[config.mk]
export PLATFORM = sky130hd
export DESIGN_NAME = spoc_ctrl
export DESIGN_NICKNAME = d
export VERILOG_FILES = /design/src/rtl/core/spoc_pkg.sv /design/src/rtl/core/spoc_ctrl.sv
export SDC_FILE = /design/constraint.sdc
export NUM_CORES = 1
export LEC_CHECK = 0
export ABC_AREA = 0
export BUFFER_PORTS_ARGS = -buffer_cell sky130_fd_sc_hd__clkbuf_2
export CAP_MARGIN = 40
export CELL_PAD_IN_SITES_DETAIL_PLACEMENT = 2
export CELL_PAD_IN_SITES_GLOBAL_PLACEMENT = 2
export CORE_MARGIN = 10
export CORE_UTILIZATION = 32
export CTS_CLUSTER_SIZE = 28
export DETAILED_ROUTE_END_ITERATION = 7
export GPL_ROUTABILITY_DRIVEN = 0
export GPL_TIMING_DRIVEN = 0
export PLACE_DENSITY = 0.87
export SYNTH_ARGS = -nofsm -noshare
export SYNTH_HDL_FRONTEND = slang
export SYNTH_SLANG_ARGS = --single-unit
export TNS_END_PERCENT = 50
[constraint.sdc]
create_clock -name clock -period 3.1 [get_ports clock]
set_clock_uncertainty 0.05 [all_clocks]
set_input_delay 0.62 -clock clock [delete_from_list [all_inputs] [get_ports clock]]
set_output_delay 0.62 -clock clock [all_outputs]
set_load 0.1 [all_outputs]
[src/rtl/core/spoc_pkg.sv]
// ----------------------------------------------------------------------------
// spoc_pkg
// Shared constants, codes and controller/datapath interface types for the
// separating-axis polygon overlap checker.
// ----------------------------------------------------------------------------
package spoc_pkg;

   localparam int MAX_VERTS = 16;
   localparam int IDX_W     = $clog2(MAX_VERTS);
   localparam int CNT_W     = $clog2(MAX_VERTS + 1);
   localparam int COORD_W   = 32;
   localparam int UNIT_BITS = 30;
   localparam int STEP_W    = 5;

   localparam logic [32:0] OVL_ONES = {33{1'b1}};

   localparam logic [2:0] REQ_VERT_A   = 3'd0;
   localparam logic [2:0] REQ_VERT_B   = 3'd1;
   localparam logic [2:0] REQ_CENTRE_A = 3'd2;
   localparam logic [2:0] REQ_CENTRE_B = 3'd3;
   localparam logic [2:0] REQ_RUN      = 3'd4;

   localparam logic [1:0] ST_OK   = 2'd0;
   localparam logic [1:0] ST_FEW  = 2'd1;
   localparam logic [1:0] ST_OVF  = 2'd2;

   localparam logic [STEP_W-1:0] SQRT_LAST = 5'd31;
   localparam logic [STEP_W-1:0] DIV_LAST  = 5'd30;

   typedef enum logic [5:0] {
      S_IDLE, S_CHECK, S_RD_I, S_RD_J, S_EDGE, S_NORM,
      S_SQA, S_SQB, S_SQC, S_SQI, S_SQS,
      S_DAI, S_DAS, S_DAW, S_DBI, S_DBS, S_DBW,
      S_P_RD, S_P_MX, S_P_MY, S_P_ACC, S_P_MM, S_P_CMP, S_NEXT,
      S_SCX, S_SCXA, S_SCXS, S_SCY, S_SCYA, S_SCYS,
      S_DX, S_DY, S_DACC, S_DNEG, S_FINISH
   } state_type;

   typedef enum logic [1:0] {NORM_NONE, NORM_HALVE, NORM_DBL} norm_op_type;

   typedef enum logic [3:0] {
      MUL_NONE, MUL_SQA, MUL_SQB, MUL_PX, MUL_PY, MUL_SCX, MUL_SCY, MUL_DX, MUL_DY
   } mul_sel_type;

   typedef enum logic [1:0] {ACC_HOLD, ACC_LOAD, ACC_ADD, ACC_HI} acc_op_type;

   typedef enum logic [1:0] {OUT_STATUS, OUT_APART, OUT_HIT} out_kind_type;

   typedef struct packed {
      logic              load;
      logic              run_clear;
      logic              rd_en;
      logic              rd_shape;
      logic [IDX_W-1:0]  rd_addr;
      logic              lat_vi;
      logic              edge_ld;
      norm_op_type       norm_op;
      mul_sel_type       mul_sel;
      acc_op_type        acc_op;
      logic              comp_y;
      logic              sq_init;
      logic              sq_step;
      logic              div_init;
      logic              div_step;
      logic              div_b;
      logic              div_store;
      logic              mm_en;
      logic              mm_shape;
      logic              mm_first;
      logic              best_init;
      logic              ovl_en;
      logic              push_store;
      logic              neg_store;
      logic              out_load;
      out_kind_type      out_kind;
      logic [1:0]        out_status;
   } dp_cmd_type;

   typedef struct packed {
      logic [CNT_W-1:0]  count_a;
      logic [CNT_W-1:0]  count_b;
      logic              overflow;
      logic              m_zero;
      logic              m_big;
      logic              m_small;
      logic              sep;
   } dp_stat_type;

endpackage

[src/rtl/core/spoc_ctrl.sv]
// ----------------------------------------------------------------------------
// spoc_ctrl
// Controller: walks the edges of both shapes, sequences the axis unit, the
// projections and the final push vector, and issues datapath commands.
// ----------------------------------------------------------------------------
module spoc_ctrl (
   input  logic                     clock,
   input  logic                     reset,
   input  logic                     start,
   input  logic [2:0]               req_type,
   input  spoc_pkg::dp_stat_type    stat,
   output spoc_pkg::dp_cmd_type     cmd,
   output logic                     busy
);
   import spoc_pkg::*;

   state_type           state_ff, state_in;
   logic                shape_ff, shape_in;
   logic                pshape_ff, pshape_in;
   logic [IDX_W-1:0]    i_ff, i_in, k_ff, k_in;
   logic [STEP_W-1:0]   cnt_ff, cnt_in;
   out_kind_type        kind_ff, kind_in;
   logic [1:0]          status_ff, status_in;

   logic [CNT_W-1:0]    n_edge, n_proj, i_next, k_next;

   always_ff @(posedge clock) begin
      if (reset) begin
         state_ff  <= S_IDLE;
         shape_ff  <= 1'b0;
         pshape_ff <= 1'b0;
         i_ff      <= '0;
         k_ff      <= '0;
         cnt_ff    <= '0;
         kind_ff   <= OUT_STATUS;
         status_ff <= ST_OK;
      end else begin
         state_ff  <= state_in;
         shape_ff  <= shape_in;
         pshape_ff <= pshape_in;
         i_ff      <= i_in;
         k_ff      <= k_in;
         cnt_ff    <= cnt_in;
         kind_ff   <= kind_in;
         status_ff <= status_in;
      end
   end

   always_comb begin
      state_in  = state_ff;
      shape_in  = shape_ff;
      pshape_in = pshape_ff;
      i_in      = i_ff;
      k_in      = k_ff;
      cnt_in    = cnt_ff;
      kind_in   = kind_ff;
      status_in = status_ff;
      cmd          = '0;
      cmd.norm_op  = NORM_NONE;
      cmd.mul_sel  = MUL_NONE;
      cmd.acc_op   = ACC_HOLD;
      cmd.out_kind = kind_ff;
      cmd.out_status = status_ff;
      n_edge = shape_ff ? stat.count_b : stat.count_a;
      n_proj = pshape_ff ? stat.count_b : stat.count_a;
      i_next = {1'b0, i_ff} + 1'b1;
      k_next = {1'b0, k_ff} + 1'b1;

      unique case (state_ff)
         S_IDLE: begin
            if (start) begin
               if (req_type == REQ_RUN) state_in = S_CHECK;
               else cmd.load = 1'b1;
            end
         end
         S_CHECK: begin
            if (stat.overflow) begin
               kind_in   = OUT_STATUS;
               status_in = ST_OVF;
               state_in  = S_FINISH;
            end else if (stat.count_a < CNT_W'(3) || stat.count_b < CNT_W'(3)) begin
               kind_in   = OUT_STATUS;
               status_in = ST_FEW;
               state_in  = S_FINISH;
            end else begin
               cmd.best_init = 1'b1;
               shape_in  = 1'b0;
               i_in      = '0;
               status_in = ST_OK;
               state_in  = S_RD_I;
            end
         end
         S_RD_I: begin
            cmd.rd_en    = 1'b1;
            cmd.rd_shape = shape_ff;
            cmd.rd_addr  = i_ff;
            state_in     = S_RD_J;
         end
         S_RD_J: begin
            cmd.lat_vi   = 1'b1;
            cmd.rd_en    = 1'b1;
            cmd.rd_shape = shape_ff;
            cmd.rd_addr  = (i_next == n_edge) ? '0 : i_next[IDX_W-1:0];
            state_in     = S_EDGE;
         end
         S_EDGE: begin
            cmd.edge_ld = 1'b1;
            state_in    = S_NORM;
         end
         S_NORM: begin
            // A degenerate edge gives no axis.
            if (stat.m_zero) begin
               state_in = S_NEXT;
            end else if (stat.m_big) begin
               cmd.norm_op = NORM_HALVE;
               state_in    = S_SQA;
            end else if (stat.m_small) begin
               cmd.norm_op = NORM_DBL;
            end else begin
               state_in = S_SQA;
            end
         end
         S_SQA: begin
            cmd.mul_sel = MUL_SQA;
            state_in    = S_SQB;
         end
         S_SQB: begin
            cmd.mul_sel = MUL_SQB;
            cmd.acc_op  = ACC_LOAD;
            state_in    = S_SQC;
         end
         S_SQC: begin
            cmd.acc_op = ACC_ADD;
            state_in   = S_SQI;
         end
         S_SQI: begin
            cmd.sq_init = 1'b1;
            cnt_in      = '0;
            state_in    = S_SQS;
         end
         S_SQS: begin
            cmd.sq_step = 1'b1;
            cnt_in      = cnt_ff + 1'b1;
            if (cnt_ff == SQRT_LAST) state_in = S_DAI;
         end
         S_DAI: begin
            cmd.div_init = 1'b1;
            cnt_in       = '0;
            state_in     = S_DAS;
         end
         S_DAS: begin
            cmd.div_step = 1'b1;
            cnt_in       = cnt_ff + 1'b1;
            if (cnt_ff == DIV_LAST) state_in = S_DAW;
         end
         S_DAW: begin
            cmd.div_store = 1'b1;
            state_in      = S_DBI;
         end
         S_DBI: begin
            cmd.div_init = 1'b1;
            cmd.div_b    = 1'b1;
            cnt_in       = '0;
            state_in     = S_DBS;
         end
         S_DBS: begin
            cmd.div_step = 1'b1;
            cmd.div_b    = 1'b1;
            cnt_in       = cnt_ff + 1'b1;
            if (cnt_ff == DIV_LAST) state_in = S_DBW;
         end
         S_DBW: begin
            cmd.div_store = 1'b1;
            cmd.div_b     = 1'b1;
            pshape_in     = 1'b0;
            k_in          = '0;
            state_in      = S_P_RD;
         end
         S_P_RD: begin
            cmd.rd_en    = 1'b1;
            cmd.rd_shape = pshape_ff;
            cmd.rd_addr  = k_ff;
            state_in     = S_P_MX;
         end
         S_P_MX: begin
            cmd.mul_sel = MUL_PX;
            state_in    = S_P_MY;
         end
         S_P_MY: begin
            cmd.mul_sel = MUL_PY;
            cmd.acc_op  = ACC_LOAD;
            state_in    = S_P_ACC;
         end
         S_P_ACC: begin
            cmd.acc_op = ACC_ADD;
            state_in   = S_P_MM;
         end
         S_P_MM: begin
            cmd.mm_en    = 1'b1;
            cmd.mm_shape = pshape_ff;
            cmd.mm_first = (k_ff == '0);
            if (k_next == n_proj) begin
               k_in = '0;
               if (!pshape_ff) begin
                  pshape_in = 1'b1;
                  state_in  = S_P_RD;
               end else begin
                  state_in = S_P_CMP;
               end
            end else begin
               k_in     = k_next[IDX_W-1:0];
               state_in = S_P_RD;
            end
         end
         S_P_CMP: begin
            if (stat.sep) begin
               kind_in  = OUT_APART;
               state_in = S_FINISH;
            end else begin
               cmd.ovl_en = 1'b1;
               state_in   = S_NEXT;
            end
         end
         S_NEXT: begin
            if (i_next == n_edge) begin
               i_in = '0;
               if (!shape_ff) begin
                  shape_in = 1'b1;
                  state_in = S_RD_I;
               end else begin
                  state_in = S_SCX;
               end
            end else begin
               i_in     = i_next[IDX_W-1:0];
               state_in = S_RD_I;
            end
         end
         S_SCX: begin
            cmd.mul_sel = MUL_SCX;
            state_in    = S_SCXA;
         end
         S_SCXA: begin
            cmd.acc_op = ACC_HI;
            state_in   = S_SCXS;
         end
         S_SCXS: begin
            cmd.push_store = 1'b1;
            state_in       = S_SCY;
         end
         S_SCY: begin
            cmd.mul_sel = MUL_SCY;
            state_in    = S_SCYA;
         end
         S_SCYA: begin
            cmd.acc_op = ACC_HI;
            cmd.comp_y = 1'b1;
            state_in   = S_SCYS;
         end
         S_SCYS: begin
            cmd.push_store = 1'b1;
            cmd.comp_y     = 1'b1;
            state_in       = S_DX;
         end
         S_DX: begin
            cmd.mul_sel = MUL_DX;
            state_in    = S_DY;
         end
         S_DY: begin
            cmd.mul_sel = MUL_DY;
            cmd.acc_op  = ACC_LOAD;
            state_in    = S_DACC;
         end
         S_DACC: begin
            cmd.acc_op = ACC_ADD;
            state_in   = S_DNEG;
         end
         S_DNEG: begin
            cmd.neg_store = 1'b1;
            kind_in       = OUT_HIT;
            state_in      = S_FINISH;
         end
         S_FINISH: begin
            cmd.out_load  = 1'b1;
            cmd.run_clear = 1'b1;
            state_in      = S_IDLE;
         end
         default: begin
            state_in = S_IDLE;
         end
      endcase
   end

   assign busy = (state_ff != S_IDLE);

endmodule
======== After elaboration in Yosys (flattened, before gate mapping) ========
Cells that the tools add are included.
storage, ports and cells
  register bits ........................... 25
  output and inout port bits .............. 38
  input port bits ......................... 21
operators by class
  equality and inequality tests ........... 51
  magnitude comparators ................... 2
  add/sub/neg operators ................... 3
  mux-type cells .......................... 65
  reductions and logical operators ........ 24
operators with widths
  kind                   count
  $pmux W6 S34           1
  $eq A6 B5 Y1 const B   16
  $mux W6                13
  $eq A6 B4 Y1 const B   8
  $pmux W4 S8            1
  $mux W1                25
  $eq A6 B3 Y1 const B   4
  $ne A2 B2 Y1 const B   10
  $eq A6 B6 Y1 const B   3
  $pmux W6 S3            1
  $mux W2                8
  $mux W4                4
  $pmux W4 S2            2
  $mux W5                3
  $reduce_or A3 Y1       5
  $eq A6 B2 Y1 const B   2
  $pmux W2 S3            2
  $reduce_or A2 Y1       6
  $add A4 B1 Y5 const B  2
  $eq A5 B5 Y1           2
  $eq A5 B5 Y1 const B   2
  $lt A5 B2 Y1 const B   2
  $pmux W5 S2            1
  $eq A6 B1 Y1 const B   1
  other kinds (16)       21

======== Longest topological paths before layout ========
  word-level depth ........................ 5
  mapped depth ............................ 8
  mapped depth without buffers ............ 8

======== Least setup slack after synthesis ========
Ideal clock, no wire load.
  kind .................................... reg-to-output
  from .................................... register state_ff[5]
  to ...................................... output port cmd[29] (netlist name)
  cell stages (with the launch flop) ...... 7
  required time ........................... 2.430 ns
  arrival ................................. 4.732 ns
  buffers on the path ..................... 1
  setup slack ............................. -2.302 ns
  cell sequence ........................... dfxtp_1 or2_1 buf_6 or2_2 nor2_1 nand2_1 o21ai_0
RTL lines
  what                    line             RTL
  from (decl)             spoc_ctrl.sv:17  state_type state_ff, state_in;
  from (signal assigned)  spoc_ctrl.sv:38  state_ff <= state_in;
  to (decl)               spoc_ctrl.sv:12  output spoc_pkg::dp_cmd_type cmd,

==> flow_metrics.tcl <==
set metrics [dict create \
    synth-main-ff-cell "sky130_fd_sc_hd__dfxtp_1" \
    avgViaCountPerCell 5.72 \
    sw_frac_of_total_pct 56.1 \
    n_fill_cell 852 \
    share_seq_of_total_power_pct 26.1 \
    antenna_found_initial 0 \
    groute.usage.overall_pct 18.8 \
    hpwlAfterDp_um 7960 \
    fin_crit_ps 3000 \
    layout-area-overhead-vs-synth_pct 29.4 \
    ff_latch_area_um2 502 \
    floorplan.die_area_um2 11100 \
    post_route_cells_drive_above_1_share_pct 31.9 \
    timing.hold.worst.start "status_ff[1]" \
    total_buffers_and_inverters_traversed_by_the_critical_path 1 \
    final-instance-count-excl-fill 481 \
    post_synthesis_net_count 343 \
    critical_path_cell_by_cell "ha_2, xnor2_2, xor2_1, nor4_2, nand2_2, nand2_4, o21ai_2, buf_4" \
    synth.avg_cell_area_um2 7.36 \
    critPathTopFamily "simple AND/OR/NAND/NOR gates" \
    insertedDiodeCount 0 \
    worst_hold_path_type "reg -> reg" \
    tritoncts "built" \
    drt_iter0_drc 92 \
    power.net_switching_uw 788 \
    grt_first_pass_wirelength_um 17000 \
    clock_tree.root_cell "sky130_fd_sc_hd__clkbuf_8" \
    detailroute.via_count 2750 \
    power_frac_comb_pct 58.6 \
    drt-total-wl_um 10900 \
    yosys_warnings 0 \
    hold_end "status_ff[1]" \
    cts.path.max_buffers 2 \
    numPlacedInstances 473 \
    number_of_global_route_vias_before_repair 2956 \
    top_level_ports 59 \
    timing.max_slew.rel_slack_pct 57.0 \
    worstSkewPairLatency_ps 280 \
    drt_wl_cell_um 22.6 \
    critical_path_class "reg -> out" \
    asyncSetResetFlopFracSynth_pct 0 \
    grt_start_max_net_pins 14 \
    globalRoute.totalOverflow 0 \
    power_per_cell_area_nw_per_um2 467 \
    dieWidth_um 105 \
    slew_of_the_pin_with_the_lowest_slew_margin_ps 639 \
    worstPathArrival_ps 2330 \
    final_hold_viol_count 0 \
    clk_pin_slew_worst_paths_ps 100 \
    buffer_ports.inserted 58 \
    synth_cell_type_count 59 \
    ff2ff_setup_slack_ps 660 \
    setup_violations 0 \
    slew_viol_final 0 \
    fmax_ghz 0.333 \
    area_occupied_by_multi_input_gates_um2 1800 \
    post-route-drc-count 0 \
    initial_utilization_pct 32.4 \
    r2r-end "state_ff[0]" \
    tritoncts.num_buffers 3 \
    endpoint_kind "output pin" \
    r2r-start "k_ff[0]" \
    worst_ir_drop_vdd_mv 0.437 \
    cp_data_required_time_ps 2430 \
    postSynthCellCount 316 \
    critPathSlowestCell "sky130_fd_sc_hd__dfxtp_1" \
    synth_edf_count 0 \
    synthesis.area_um2 2330 \
    fin_crit_sh_pct 96.8 \
    htree_num_levels 1 \
    p_total_mw 1.40 \
    ys_seq_area_share_pct 21.5 \
    drtPass1Iterations 4 \
    largest_fanout_on_the_critical_path 5 \
    fin_ws_ps 97.7 \
    clock-sinks 25 \
    floorplan.rows 31 \
    outcome "complete, no violations" \
    route.antenna.remaining_nets 0 \
    worst_hold_path.num_cells 2 \
    place_worst_setup_slack_ps -115 \
    intPower_uw 616 \
    max_cap_violations 0 \
    core-area_um2 7180 \
    critPathMaxStageDelay_ps 450 \
    detailed_place.area_um2 2850 \
    power.leakage_nw 1.15 \
    final_design_area_excluding_fillers_um2 3010 \
    finalSetupTns_ps 0 \
    ff2ff_path_depth 7 \
    clock_power_share_pct 15.3 \
    ys_seq_elements 25 \
    start_kind "flip-flop" \
    layout.nets 410 \
    die_boundary_height_um 105 \
]
flip-flops by register name (all words and copies together), names as in the netlist:
signal     count
shape_ff       1
k_ff           4
i_ff           4
state_ff       6
kind_ff        2
cnt_ff         5
status_ff      2
pshape_ff      1
per-stage QoR:
step	utilization, %	hold WS, ps
floorplan	-	424
detailed placement	39.8	409
global route	41.9	466
finish	41.9	424
global placement	39.8	397
CTS	41.1	428
area by class of cell:
cell class	count	area share [%]
Buffer	23	4.66
Clock buffer	4	1.50
Inverter	11	1.37
Multi-Input combinational cell	257	59.8
Sequential cell	25	16.7
Tap cell	99	4.12
Timing Repair Buffer	62	11.9
what timing repair did:
item | 4_1_cts | 5_1_grt
gates cloned | 0 | 0
hold endpoints to repair | 0 | 0
buffers inserted | 1 | 3
gates resized for setup | 16 | 20
hold buffers | 0 | 0
setup endpoints to repair | 11 | 14
pin swaps | 1 | 2
synthesized netlist by cell type, drive strengths merged (7+ instances only):
library cell / count / area [um2]
dfxtp: 25 / 500
nor4: 9 / 92.6
a22oi: 11 / 87.6
o21ai: 18 / 90.1
mux2i: 10 / 100
xor2: 7 / 61.3
nand3: 12 / 60.1
a31oi: 9 / 56.3
xnor2: 9 / 78.8
a21oi: 19 / 98.9
buf: 15 / 104
nor2b: 7 / 43.8
inv: 11 / 41.3
nor3: 12 / 75.1
nand2b: 10 / 65.1
nor2: 35 / 131
nand2: 29 / 109
clkbuf: 8 / 32.5
worst register-to-register path, delay by kind of cell, from the launching register on:
kind / cells / cell delay, ps
simple gates: 2 / 870
flops: 1 / 410
compound gates: 2 / 350
fa+ha+maj: 1 / 350
xor+xnor: 1 / 170
buf+inv: 1 / 140
power by group through the flow:
stage,clock network [mW],registers [mW],logic (mW)
after floorplan,0,0.397,0.566
after global placement,0,0.369,0.769
after detailed placement,0,0.372,0.792
after CTS,0.213,0.364,0.807
after global routing,0.231,0.370,0.873
final,0.215,0.366,0.823
cells by family after synthesis:
logic type	share of synthesized area [%]
buffers and inverters	7.64
multiplexers	4.30
XOR/XNOR	6.02
AO/OA/AOI/OAI	23.3
AND/OR/NAND/NOR	34.0
adder cells (fa/ha/maj)	3.23
flip-flops	21.5
cell usage in the layout (no fill, tap or decap), types with 6 or more instances in the layout:
master / synthesis / routed
sky130_fd_sc_hd__o21ai_0: 18 / 14
sky130_fd_sc_hd__nor3_1: 9 / 7
sky130_fd_sc_hd__a21oi_1: 18 / 18
sky130_fd_sc_hd__nor2b_1: 7 / 6
sky130_fd_sc_hd__buf_4: 5 / 16
sky130_fd_sc_hd__a31oi_1: 9 / 9
sky130_fd_sc_hd__xor2_1: 7 / 6
sky130_fd_sc_hd__nand3_1: 12 / 12
sky130_fd_sc_hd__xnor2_1: 9 / 8
sky130_fd_sc_hd__nor2_1: 35 / 32
sky130_fd_sc_hd__mux2i_1: 10 / 10
sky130_fd_sc_hd__clkbuf_2: 2 / 50
sky130_fd_sc_hd__nand2_1: 29 / 27
sky130_fd_sc_hd__inv_1: 11 / 11
sky130_fd_sc_hd__nand2b_1: 9 / 9
sky130_fd_sc_hd__dfxtp_1: 25 / 24
sky130_fd_sc_hd__a22oi_1: 10 / 10
worst max-delay path by stage:
stage	startpoint	endpoint	slack [ps]	depth (start not counted)
finish	i_ff[1]	cmd[29]	100	8
global route	i_ff[1]	cmd[29]	-10	8
CTS	i_ff[2]	cmd[29]	7	7
detailed placement	i_ff[0]	cmd[31]	-120	8
global placement	i_ff[0]	cmd[31]	40	8
floorplan	state_ff[1]	cmd[24]	-510	3
per-layer routing:
layer	wire [um]	vias up	GRT usage, %
li1	-	1268	-
met1	4530	1404	22.7
met2	5660	63	33.7
met3	515	15	3.35
met4	187	0	4.12
met5	0	-	0
Power figures use the tool's default switching activity.
